$ cat src/hw/rtl/phhm_ram.sv
// generic single write port ram with registered read
module phhm_ram #(
  parameter int unsigned WIDTH = 8,
  parameter int unsigned DEPTH = 16
) (
  input  logic                     clk,
  input  logic                     we,
  input  logic [$clog2(DEPTH)-1:0] waddr,
  input  logic [WIDTH-1:0]         wdata,
  input  logic [$clog2(DEPTH)-1:0] raddr,
  output logic [WIDTH-1:0]         rdata
);

  logic [WIDTH-1:0] mem [DEPTH];

  always_ff @(posedge clk) begin
    if (we) begin
      mem[waddr] <= wdata;
    end
    rdata <= mem[raddr];
  end

endmodule

$ cat config.mk
export PLATFORM = sky130hd
export DESIGN_NAME = phhm_ram
export DESIGN_NICKNAME = d
export VERILOG_FILES = /design/src/hw/rtl/phhm_ram.sv
export SDC_FILE = /design/constraint.sdc
export NUM_CORES = 1
export LEC_CHECK = 0
export BUFFER_PORTS_ARGS = -buffer_cell sky130_fd_sc_hd__buf_4
export CORE_ASPECT_RATIO = 2
export CORE_MARGIN = 1.5
export CORE_UTILIZATION = 45
export CTS_BUF_LIST = sky130_fd_sc_hd__clkbuf_4
export DETAILED_ROUTE_END_ITERATION = 8
export MAX_ROUTING_LAYER = met4
export PLACE_DENSITY = 0.58
export SETUP_SLACK_MARGIN = 0.1
export SLEW_MARGIN = 20
export SYNTH_ARGS = -nofsm -noshare
export SYNTH_HDL_FRONTEND = slang
export SYNTH_SLANG_ARGS = --single-unit
$ cat constraint.sdc
create_clock -name clk -period 2.4 [get_ports clk]
set_input_delay 0.36 -clock clk [delete_from_list [all_inputs] [get_ports clk]]
set_output_delay 0.36 -clock clk [all_outputs]
set_load 0.02 [all_outputs]
==> results.txt <==
The flow ran to the end, and the final reports show no timing, DRC or antenna violations. At the end of routability-driven placement, the weighted congestion stood at 0.737. Width of the die: 78.6 um.

The area added between synthesis and finish is 14.0%. The number of clock buffers added by TritonCTS is 17. The root buffer cell is sky130_fd_sc_hd__clkbuf_4. The smallest clock period supported by the final layout is computed as 1.38 ns. Power spread over the standard cell area amounts to 762 mW/mm2.

For this run, the leading register cell type out of synthesis is sky130_fd_sc_hd__edfxtp_1. The largest incremental delay on the critical path was 0.36 ns. The normalized max-slew margin is 51.2%. The largest delay contributor family on the critical path was flip-flops. The number of antenna violations at the first check in global routing came out at 1. In this run the worst hold path is classified as input port to register.

Setup repair after global routing left no endpoint under its margin. The floorplan step defined a die boundary enclosing 0.0121 mm2. Wires add up to 9690 um.

For the final routed database, the setup TNS stands at 0 ns. The library cell used most frequently in the layout, excluding fill and tap cells, is sky130_fd_sc_hd__edfxtp_1. The synthesized design contains 136 register bits. Share of synthesized flip-flops with an asynchronous set or reset: 0%.

The tools report the nature of the critical path endpoint as an output port. When the netlist entered floorplanning its net count stood at 247. Hold violation total from the final report: 0.

The number of levels in the clock H-tree was 4; the part of the Yosys area used for sequential elements was 77.8%. In the routed design, unresolved DRC markers number 0. The top cell types in the final layout, fill and taps aside, are 128 x sky130_fd_sc_hd__edfxtp_1, 41 x sky130_fd_sc_hd__buf_4, 19 x sky130_fd_sc_hd__clkbuf_4, 18 x sky130_fd_sc_hd__mux4_2, 16 x sky130_fd_sc_hd__a22oi_1.

The highest clock frequency the design can meet came out at 0.727 GHz. Entering global routing, the biggest net connects 33 pins. The critical path is of the register to output port type.

TritonCTS built the clock tree. The run gives 0 as the residual antenna-violating net count after detailed routing. The number of enable-type register cells in the synthesized netlist came out at 128.

The clock-pin slew on the worst setup and hold paths is 0.11 ns, and the violation count after the first detailed-routing iteration is 160. The logs give 0.00515 mm2 for the synthesized area and 0.000409 V for the worst supply voltage drop on vdd. For the global-route usage over all layers, the log shows 18.2%.

The first detailed-routing pass took 4 iterations. The clock drives 136 sinks. For the pin with the worst max-slew slack, the measured transition is 0.730 ns. The y dimension of the die is 154 um. STA puts the critical path data required time at 2.04 ns. The net count of the finished layout was 298; the top-level I/O count was 26. Clock skew on the completed layout was measured at 0.0117 ns. Traced cell by cell, the critical path runs through buf_4. The logs give 14700 um for the global-route wire length before repair and 2484 for the via count of the first global-routing pass.

Max-cap violations in this run came to 0. On the critical path, the stage with the largest delay is an instance of sky130_fd_sc_hd__dfxtp_1. In the routed layout, each cell is associated on average with a via count of 5.42.

The average wire length per cell after detail routing was 22.2 um. In the synthesized netlist, the number of instances is 229. The row count was 55; the initial cell density of the core was 45.9%.

The largest fanout on the critical path works out to 1. The share of layout cells above drive strength 1 came out at 31.1%. The final number of max-transition violations was 0; the worst path buffer plus inverter count was 1. For this block, the via count after detailed routing is 2361. Kind of start point of the critical path: a register.

The core region is 0.0112 mm2. The worst path uses 57.3% of the clock period. Data arrives at the worst endpoint at 1.02 ns.

Overall overflow remaining after global route: 0. The total design power is 0.00447 W. For the worst-skew pair, the clock arrives at the later sink with an insertion delay of 0.51 ns. Final setup violation count: 0.

The number of distinct library cell variants in the gate-level netlist after synthesis was 19; the hold buffer count at CTS was 0. In this run the post-CTS setup repair buffer count came out at 0. In this run the mean area of a mapped cell was 22.5 um2. After clock tree synthesis, the repair step resized 0 gates. For the count of synthesis-stage warnings from yosys, the log shows 0. The HPWL after detailed placement is 6640 um. The clock tree buffer depth is 2.

The number of port buffers was 25; the reported leakage power was 1.97 nW.
[flip-flops by register name, summed over array words and instances (netlist names)]
register,flops
mem,128
rdata,8
[cells in the mapped netlist (2+ instances only)]
| cell type | n | area share (%) |
|---|---|---|
| sky130_fd_sc_hd__nor3_1 | 4 | 0.39 |
| sky130_fd_sc_hd__mux4_1 | 14 | 7.1 |
| sky130_fd_sc_hd__buf_6 | 3 | 0.66 |
| sky130_fd_sc_hd__clkdlybuf4s25_2 | 3 | 0.58 |
| sky130_fd_sc_hd__nor2_1 | 13 | 0.95 |
| sky130_fd_sc_hd__nand2_1 | 9 | 0.66 |
| sky130_fd_sc_hd__buf_2 | 3 | 0.29 |
| sky130_fd_sc_hd__a22oi_1 | 16 | 2.3 |
| sky130_fd_sc_hd__mux4_2 | 18 | 7.9 |
| sky130_fd_sc_hd__edfxtp_1 | 128 | 75 |
| sky130_fd_sc_hd__nand2b_1 | 2 | 0.24 |
| sky130_fd_sc_hd__nand3b_1 | 2 | 0.29 |
| sky130_fd_sc_hd__dfxtp_1 | 8 | 3.1 |
[cells by family after synthesis]
family                 synth area share (%)
AND/OR/NAND/NOR                        3.18
multiplexers                           15.0
flip-flops                             77.8
AO/OA/AOI/OAI                          2.33
buffers and inverters                  1.68
[final timing paths]
kind | from | endpoint | slack (ns) | cells after the start
setup reg to reg | mem[1][5]$_DFFE_PP_ | rdata[5]$_DFF_P_ | 1.07 | 3
setup / recovery | rdata[4]$_DFF_P_ | rdata[4] | 1.02 | 1
hold / removal | wdata[5] | mem[14][5]$_DFFE_PP_ | 0.14 | 1
hold reg to reg | mem[15][2]$_DFFE_PP_ | rdata[2]$_DFF_P_ | 0.69 | 3
[final cells by class]
class / instances / area [um2]
Fill cell: 913 / 5350
Sequential cell: 136 / 4000
Multi-Input combinational cell: 83 / 1060
Timing Repair Buffer: 42 / 328
Tap cell: 142 / 178
Clock inverter: 13 / 154
Clock buffer: 19 / 143
Antenna cell: 1 / 2.50
[metal layers]
| layer | global-route usage (%) | share of wire [%] | wire (um) | vias to the layer above |
|---|---|---|---|---|
| met1 | 18.6 | 36 | 3530 | 1224 |
| met5 | - | 0 | 0 | - |
| met3 | 4.84 | 2.9 | 281 | 13 |
| met4 | 6.63 | 1.7 | 164 | 0 |
| li1 | - | - | - | 1080 |
| met2 | 32.7 | 59 | 5710 | 44 |
[power breakdown]
part / total [W] / leakage, nW / internal (W) / switching (W)
Sequential: 0.00267 / 1.22 / 0.00265 / 0.0000149
Clock: 0.00153 / 0.158 / 0.000739 / 0.000794
Combinational: 0.000270 / 0.586 / 0.000120 / 0.000150
Total: 0.00447 / 1.97 / 0.00351 / 0.000959
[per-stage QoR]
step                std cells  setup WS, ns  instance area [um2]  utilization, %  hold slack [ns]
global route              436         0.928                 5870            52.3            0.104
CTS                       435         0.959                 5860            52.3           0.0959
floorplan                 229         0.547                 5150               -            0.459
global placement          403         0.553                 5570            49.6            0.655
detailed placement        403         0.545                 5570            49.6            0.668
finish                    436          1.02                 5870            52.3            0.139
Note: power is estimated with default switching activity, not from simulation.
