File: config.mk
export PLATFORM = sky130hd
export DESIGN_NAME = phhm_mod
export DESIGN_NICKNAME = d
export VERILOG_FILES = /design/src/hw/rtl/phhm_pkg.sv /design/src/hw/rtl/phhm_mod.sv
export SDC_FILE = /design/constraint.sdc
export NUM_CORES = 1
export LEC_CHECK = 0
export BUFFER_PORTS_ARGS = -buffer_cell sky130_fd_sc_hd__buf_4
export CAP_MARGIN = 40
export CORE_AREA = 2 2 39 41
export CTS_CLUSTER_DIAMETER = 100
export CTS_CLUSTER_SIZE = 28
export DETAILED_ROUTE_END_ITERATION = 10
export DIE_AREA = 0 0 41 43
export PLACE_DENSITY = 0.69
export SYNTH_ARGS = -nofsm -noshare
export SYNTH_HDL_FRONTEND = slang
export SYNTH_SLANG_ARGS = --single-unit
File: constraint.sdc
create_clock -name clk -period 0.94 [get_ports clk]
set_clock_uncertainty 0.2 [all_clocks]
set_input_delay 0.188 -clock clk [delete_from_list [all_inputs] [get_ports clk]]
set_output_delay 0.188 -clock clk [all_outputs]
set_load 0.01 [all_outputs]
File: src/hw/rtl/phhm_pkg.sv
// shared constants, codes and types of the pointer handle hash map
package phhm_pkg;

  // table geometry
  localparam int unsigned TABLE_ENTRIES = 1024;
  localparam int unsigned SLOT_W        = $clog2(TABLE_ENTRIES);
  localparam bit          TABLE_POW2    = (TABLE_ENTRIES & (TABLE_ENTRIES - 1)) == 0;

  // handle layout: three tag bits over a 29-bit key
  localparam int unsigned KEY_W      = 29;
  localparam int unsigned PTR_W      = 64;
  localparam int unsigned HANDLE_W   = 32;
  localparam logic [2:0]  KEY_TAG    = 3'b111;
  localparam logic [KEY_W-1:0] KEY_MASK = {KEY_W{1'b1}};

  // candidate keys tried per encode
  localparam int unsigned KEY_TRIES  = 65536;
  localparam int unsigned TRIES_W    = $clog2(KEY_TRIES);

  // home slot of the first tagged key, taken after the key wraps
  localparam logic [SLOT_W-1:0] TAG_SLOT = SLOT_W'(32'hE000_0000 % TABLE_ENTRIES);

  // table entry: pointer above key
  localparam int unsigned ENTRY_W = PTR_W + KEY_W;

  // reciprocal of the table size for the home slot when the size is not a power of two
  localparam int unsigned RECIP_W     = HANDLE_W + 1;
  localparam int unsigned RECIP_SHIFT = HANDLE_W + SLOT_W;
  localparam int unsigned QUOT_W      = HANDLE_W + RECIP_W - RECIP_SHIFT;
  localparam logic [RECIP_W-1:0] RECIP =
    RECIP_W'((64'd1 << RECIP_SHIFT) / TABLE_ENTRIES);

  typedef enum logic [2:0] {
    ST_OK        = 3'd0,
    ST_MISS      = 3'd1,
    ST_BAD_TAG   = 3'd2,
    ST_FULL      = 3'd3,
    ST_EXHAUSTED = 3'd4
  } status_t;

  // request to the slot reduction unit
  typedef struct packed {
    logic                start;
    logic [HANDLE_W-1:0] value;
  } mod_req_t;

  // answer of the slot reduction unit
  typedef struct packed {
    logic              done;
    logic [SLOT_W-1:0] slot;
  } mod_rsp_t;

endpackage

File: src/hw/rtl/phhm_mod.sv
// key to home slot reduction: low bits for a power of two table size, reciprocal multiplication otherwise
module phhm_mod (
  input  logic               clk,
  input  logic               rst,
  input  phhm_pkg::mod_req_t req,
  output phhm_pkg::mod_rsp_t rsp
);

  localparam logic [phhm_pkg::SLOT_W:0] SIZE =
    (phhm_pkg::SLOT_W + 1)'(phhm_pkg::TABLE_ENTRIES);
  localparam int unsigned PROD_W = phhm_pkg::HANDLE_W + phhm_pkg::RECIP_W;
  localparam int unsigned BACK_W = phhm_pkg::QUOT_W + phhm_pkg::SLOT_W + 1;

  logic [phhm_pkg::HANDLE_W-1:0] val;
  logic [phhm_pkg::QUOT_W-1:0]   quot;
  logic [phhm_pkg::SLOT_W:0]     diff;
  logic [phhm_pkg::SLOT_W:0]     wrapped;
  logic [phhm_pkg::SLOT_W-1:0]   direct;
  logic [PROD_W-1:0]             prod;
  logic [BACK_W-1:0]             back;
  logic                          stage1;
  logic                          stage2;
  logic                          done;

  // quotient estimate, low by at most one
  assign prod = {{phhm_pkg::RECIP_W{1'b0}}, val} * {{phhm_pkg::HANDLE_W{1'b0}}, phhm_pkg::RECIP};
  // quotient times size, only the low bits matter
  assign back = {{(phhm_pkg::SLOT_W + 1){1'b0}}, quot} * {{phhm_pkg::QUOT_W{1'b0}}, SIZE};
  // remainder stays below twice the size: one compare and subtract
  assign wrapped = (diff >= SIZE) ? diff - SIZE : diff;

  always_ff @(posedge clk) begin
    if (rst) begin
      stage1 <= 1'b0;
      stage2 <= 1'b0;
      done   <= 1'b0;
    end else begin
      stage1 <= req.start && !phhm_pkg::TABLE_POW2;
      stage2 <= stage1;
      // power of two size: low bits are the slot, ready at once
      done   <= (req.start && phhm_pkg::TABLE_POW2) || stage2;
    end
  end

  always_ff @(posedge clk) begin
    if (req.start) begin
      val    <= req.value;
      direct <= req.value[phhm_pkg::SLOT_W-1:0];
    end
    if (stage1) begin
      quot <= prod[PROD_W-1:phhm_pkg::RECIP_SHIFT];
    end
    if (stage2) begin
      diff <= val[phhm_pkg::SLOT_W:0] - back[phhm_pkg::SLOT_W:0];
    end
  end

  assign rsp.done = done;
  assign rsp.slot = phhm_pkg::TABLE_POW2 ? direct : wrapped[phhm_pkg::SLOT_W-1:0];

endmodule

==> flow_metrics.tcl, run 1 <==
set metrics [dict create \
    status "complete, but fails checks" \
    failing_checks "negative hold slack, negative setup slack" \
    cp_data_arrival_time_ns 0.77 \
    grt_usage_pct 7.47 \
    synth_area_leader_cell "sky130_fd_sc_hd__edfxtp_1" \
    final_area_um2 604 \
    timing.max_cap.violations 0 \
    floorplan.io_pins 46 \
    routed_wire_length_per_instance_um 9.68 \
    finalSetupViolations 11 \
    cp_slowest_stage_delay_ns 0.39 \
    crit_path_max_fanout 1 \
    crit_slowest_cell "sky130_fd_sc_hd__edfxtp_1" \
    floorplan.initialDensity_pct 24.7 \
    crit_family "flip-flops" \
    drive_gt1_share_pct 70.0 \
    timing_worst_slew_pin_value_ns 0.133 \
    cts_tree "done" \
    filler_cell_count 132 \
    drt_iter0_markers 2 \
    rows 14 \
    synth_top_area_share_pct 87.9 \
    hold_path_startpoint "req[9]" \
    fmax_mhz 861 \
    worst_hold_path.num_cells 1 \
    core_region_area_mm2 0.00138 \
    p_leak_nw 0.265 \
    layout_worst_path_cycle_share_pct 124 \
    layout-area-overhead-vs-synth_pct 76.9 \
    h_tree_depth 1 \
    report.final.hold_viol_count 10 \
    synth.lib_cells_used.distinct 4 \
    largest_net_degree_at_the_start_of_global_routing 12 \
    placed_cell_area_um2 527 \
    commonest_non_fill_non_tap_cell_in_the_layout "sky130_fd_sc_hd__buf_4" \
    place_congestion 0.553 \
    hold-path-endpoint "direct[9]$_DFFE_PP_" \
    synth_warnings 0 \
    firstDrtPassIters 2 \
    slew_headroom_pct 91.1 \
    root_buffer "sky130_fd_sc_hd__clkbuf_4" \
    postSynthNetCount 48 \
    die-height_um 43 \
    drv_slew 0 \
    first_pass_grt_wire_length_um 800 \
    finalWorstPathRequiredPeriod_ns 1.16 \
    viasPerCell 3.86 \
    syn_inst 13 \
    cp.buffers_inverters 1 \
    drt_drc_violations_left 0 \
    port_buffers 23 \
    layout.cells.most_common_list "sky130_fd_sc_hd__buf_4 (13), sky130_fd_sc_hd__edfxtp_1 (10), sky130_fd_sc_hd__buf_6 (10), sky130_fd_sc_hd__clkbuf_4 (3)" \
    cts_max_path_buffers 2 \
    place_inst 51 \
    layoutNonFillerInstCount 56 \
    whs_ns -0.0949 \
    cts.hold.buffers_added 1 \
    dr_total_vias 216 \
    clkSinkCount 11 \
    timing.critical_path.required_ns 0.55 \
    synth.yosys.seq_area_share_pct 93.8 \
    cts_made_buffers 3 \
    cp_cell_sequence "buf_6" \
    fin_util_pct 43.7 \
    max_rail_drop_vdd_mv 0.828 \
    rsz_0062_raised_after_global_routing "true" \
    startpoint_type "flop" \
    syn_area_per_cell_um2 26.3 \
    final_net_count 76 \
    synth_area_leaders "sky130_fd_sc_hd__edfxtp_1 (88%), sky130_fd_sc_hd__dfxtp_1 (5.9%), sky130_fd_sc_hd__nor2b_4 (4.0%)" \
    timing.setup.critical_path_class "flop to output pin" \
    clock_slew_at_the_register_clock_pins_of_the_worst_setup_and_hold_paths_ns 0.06 \
    post-route-worst-setup-slack_ns -0.222 \
    die_width_um 41 \
    placement.setup.worst_slack_ns 0.0512 \
    routed_wirelength_um 542 \
    cp-end-kind "output pin" \
    yosys_register_bits 11 \
    n_diodes 0 \
    antenna_found_initial 0 \
    final_antenna_net_count 0 \
    fp.dieArea_mm2 0.00176 \
    hold_path.class "input pin to flop" \
    grt_overflow_total 0 \
    power_density_mw_per_mm2 1720 \
    synthesis.area_um2 342 \
    vias_in_the_first_global_route 205 \
]
-- synth_stat cells --
cell	n
sky130_fd_sc_hd__dfxtp_1	1
sky130_fd_sc_hd__edfxtp_1	10
sky130_fd_sc_hd__buf_4	1
sky130_fd_sc_hd__nor2b_4	1
-- kinds of logic after synthesis --
family	count (synthesis)	synth area share [%]
buffers and inverters	1	2.20
and+or+nand+nor	1	4.03
DFF	11	93.8
-- final cells by class --
class	count	area [um2]	share of cell area (%)
well taps	16	20.0	3.31
multi-input cells	1	13.8	2.28
flip-flops and latches	11	322	53.2
repair buffers	24	223	36.9
clock buffers	4	26.3	4.35
-- report_power, final --
part	internal (mW)	switching, mW	total (mW)
logic	0.0986	0.0453	0.144
clock network	0.164	0.139	0.303
registers	0.575	0.0149	0.590
-- metal layers --
metal / vias to the layer above / track usage (%) / wire [um]
met4: 0 / 4.00 / 0
met1: 92 / 7.53 / 188
li1: 103 / - / -
met3: 0 / 7.33 / 117
met2: 21 / 9.69 / 236
met5: - / 0 / 0
-- state kept, by name (all words and copies together), names as in the netlist --
name	count
direct	10
done	1
-- metrics by stage --
step	hold WS [ns]	power (mW)	TNS (ns)
after floorplan	0.0523	0.623	0
after global placement	0.159	0.716	0
after detailed placement	0.160	0.719	0
after CTS	-0.106	1.04	-2.45
after global routing	-0.114	1.09	-2.70
final	-0.0949	1.04	-2.27
-- worst max-delay path by stage --
stage | slack, ns | cells after the start | to | start
floorplan | 0.15 | 1 | rsp[10] | done$_SDFF_PP0_
global route | -0.27 | 1 | rsp[2] | direct[2]$_DFFE_PP_
finish | -0.22 | 1 | rsp[4] | direct[4]$_DFFE_PP_
detailed placement | 0.05 | 1 | rsp[6] | direct[6]$_DFFE_PP_
CTS | -0.24 | 1 | rsp[4] | direct[4]$_DFFE_PP_
global placement | 0.05 | 1 | rsp[7] | direct[7]$_DFFE_PP_
-- repair_timing --
item                                    4_1_cts  5_1_grt
setup buffers                                 0        0
endpoints found under the setup margin       11       11
cloned                                        0        0
hold endpoints to repair                     11       10
gates resized for setup                       4        8
Note: power is estimated with default switching activity, not from simulation.
==> run 2: changes to the inputs <==
==> constraint.sdc (replaced) <==
create_clock -name clk -period 1.35 [get_ports clk]
set_clock_uncertainty 0.2 [all_clocks]
set_input_delay 0.27 -clock clk [delete_from_list [all_inputs] [get_ports clk]]
set_output_delay 0.27 -clock clk [all_outputs]
set_load 0.01 [all_outputs]
==> run 2 against run 1 <==
Compared with the run above: the run now ends clean; sequential power down 31%; power down 30%; setup slack better by 0.32 ns; combinational power down 24%; sequential share of layout area down 4.9 points; critical path type unchanged; critical endpoint unchanged; highest routed layer unchanged.
==> flow_metrics.tcl, run 2 (same netlist as run 1, synthesis figures left out) <==
set metrics [dict create \
    clkSinkCount 11 \
    grt_usage_pct 8.60 \
    worst_hold_path.num_cells 1 \
    report.final.hold_viol_count 0 \
    dr_total_vias 250 \
    cts_max_path_buffers 2 \
    hold-path-endpoint "direct[6]$_DFFE_PP_" \
    largest_net_degree_at_the_start_of_global_routing 12 \
    power_density_mw_per_mm2 1100 \
    slew_headroom_pct 91.1 \
    startpoint_type "flop" \
    cp_data_arrival_time_ns 0.78 \
    drv_slew 0 \
    root_buffer "sky130_fd_sc_hd__clkbuf_4" \
    finalSetupViolations 0 \
    hold_path.class "input pin to flop" \
    layout-area-overhead-vs-synth_pct 94.1 \
    timing.setup.critical_path_class "flop to output pin" \
    cts_resized 0 \
    cts_tree "done" \
    drt_drc_violations_left 0 \
    routed_wirelength_um 667 \
    firstDrtPassIters 2 \
    cts_made_buffers 3 \
    final_antenna_net_count 0 \
    timing.max_cap.violations 0 \
    floorplan.io_pins 46 \
    h_tree_depth 1 \
    core_region_area_mm2 0.00138 \
    max_flop_register "direct" \
    floorplan.initialDensity_pct 24.7 \
    grt_overflow_total 0 \
    final_net_count 86 \
    cp_cell_sequence "buf_4" \
    die_width_um 41 \
    rows 14 \
    commonest_non_fill_non_tap_cell_in_the_layout "sky130_fd_sc_hd__buf_4" \
    layoutNonFillerInstCount 66 \
    vias_in_the_first_global_route 254 \
    routed_wire_length_per_instance_um 10.1 \
    drt_iter0_markers 2 \
    fp.dieArea_mm2 0.00176 \
    crit_family "flip-flops" \
    status "completed" \
    crit_slowest_cell "sky130_fd_sc_hd__edfxtp_1" \
    finalWorstPathRequiredPeriod_ns 1.25 \
    crit_path_max_fanout 1 \
    cp-end-kind "output pin" \
    max_rail_drop_vdd_mv 0.578 \
    fin_setup_tns_ns 0 \
    die-height_um 43 \
    antenna_found_initial 0 \
    port_buffers 23 \
    layout_worst_path_cycle_share_pct 92.9 \
    largest_register_ff_count 10 \
    place_inst 51 \
    cp.buffers_inverters 1 \
    place_congestion 0.553 \
    p_leak_nw 0.285 \
    first_pass_grt_wire_length_um 924 \
    layout.cells.most_common_list "sky130_fd_sc_hd__buf_4 (23), sky130_fd_sc_hd__dlygate4sd3_1 (11), sky130_fd_sc_hd__edfxtp_1 (10), sky130_fd_sc_hd__clkbuf_4 (3)" \
    largestRegisters "direct (10), done (1)" \
    n_diodes 0 \
    hold_path_startpoint "req[32]" \
    rsz_0062_raised_after_global_routing "false" \
    drive_gt1_share_pct 54.0 \
    timing_worst_slew_pin_value_ns 0.133 \
    fmax_mhz 797 \
    clock_slew_at_the_register_clock_pins_of_the_worst_setup_and_hold_paths_ns 0.06 \
    timing.critical_path.required_ns 0.88 \
    cp_slowest_stage_delay_ns 0.38 \
    viasPerCell 3.79 \
]
==> run 2: changes by cell type in the layout (fill, tap and decap cells not counted), sizes merged <==
cell | before | now
dlymetal6s4s | 1 | 0
dlygate4sd3 | 0 | 11
==> run 2: final cells by class <==
class | instances | area [um2]
Multi-Input combinational cell | 1 | 13.8
Tap cell | 16 | 20.0
Clock buffer | 4 | 26.3
Fill cell | 126 | 721
Sequential cell | 11 | 320
Timing Repair Buffer | 34 | 283
==> run 2: worst max-delay path by stage <==
stage | start | end | slack [ns] | cells past startpoint
2_1_floorplan | done$_SDFF_PP0_ | rsp[10] | 0.48 | 1
3_3_place_gp | direct[7]$_DFFE_PP_ | rsp[7] | 0.38 | 1
3_5_place_dp | direct[6]$_DFFE_PP_ | rsp[6] | 0.38 | 1
4_1_cts | direct[6]$_DFFE_PP_ | rsp[6] | 0.09 | 1
5_1_grt | direct[2]$_DFFE_PP_ | rsp[2] | 0.06 | 1
6_report | direct[4]$_DFFE_PP_ | rsp[4] | 0.1 | 1
==> run 2: stage by stage <==
step	setup slack, ns	hold slack [ns]	util, %	power (mW)	instance area [um2]
floorplan	0.479	0.134	-	0.433	342
detailed placement	0.379	0.242	38.1	0.500	527
finish	0.0953	0.118	47.9	0.728	663
global placement	0.378	0.241	38.1	0.498	527
CTS	0.0892	0.118	47.9	0.742	663
global route	0.0571	0.117	47.9	0.767	663
==> run 2: what timing repair did <==
action	4_1_cts	5_1_grt
hold buffers	11	0
buffers inserted	0	0
hold endpoints to repair	11	0
==> run 2: metal layers <==
| metal | track usage (%) | routed length (um) | vias to the layer above |
|---|---|---|---|
| met5 | 0 | 0 | - |
| met4 | 4.00 | 0 | 0 |
| met3 | 6.81 | 102 | 0 |
| met2 | 13.4 | 333 | 21 |
| met1 | 7.53 | 230 | 106 |
| li1 | - | - | 123 |
==> run 2: report_power, final <==
part           internal, mW  leakage (nW)  total (mW)  switching, mW
sequential            0.400         0.106       0.407        0.00666
clock                 0.114        0.0150       0.211         0.0974
combinational        0.0737         0.164       0.110         0.0368
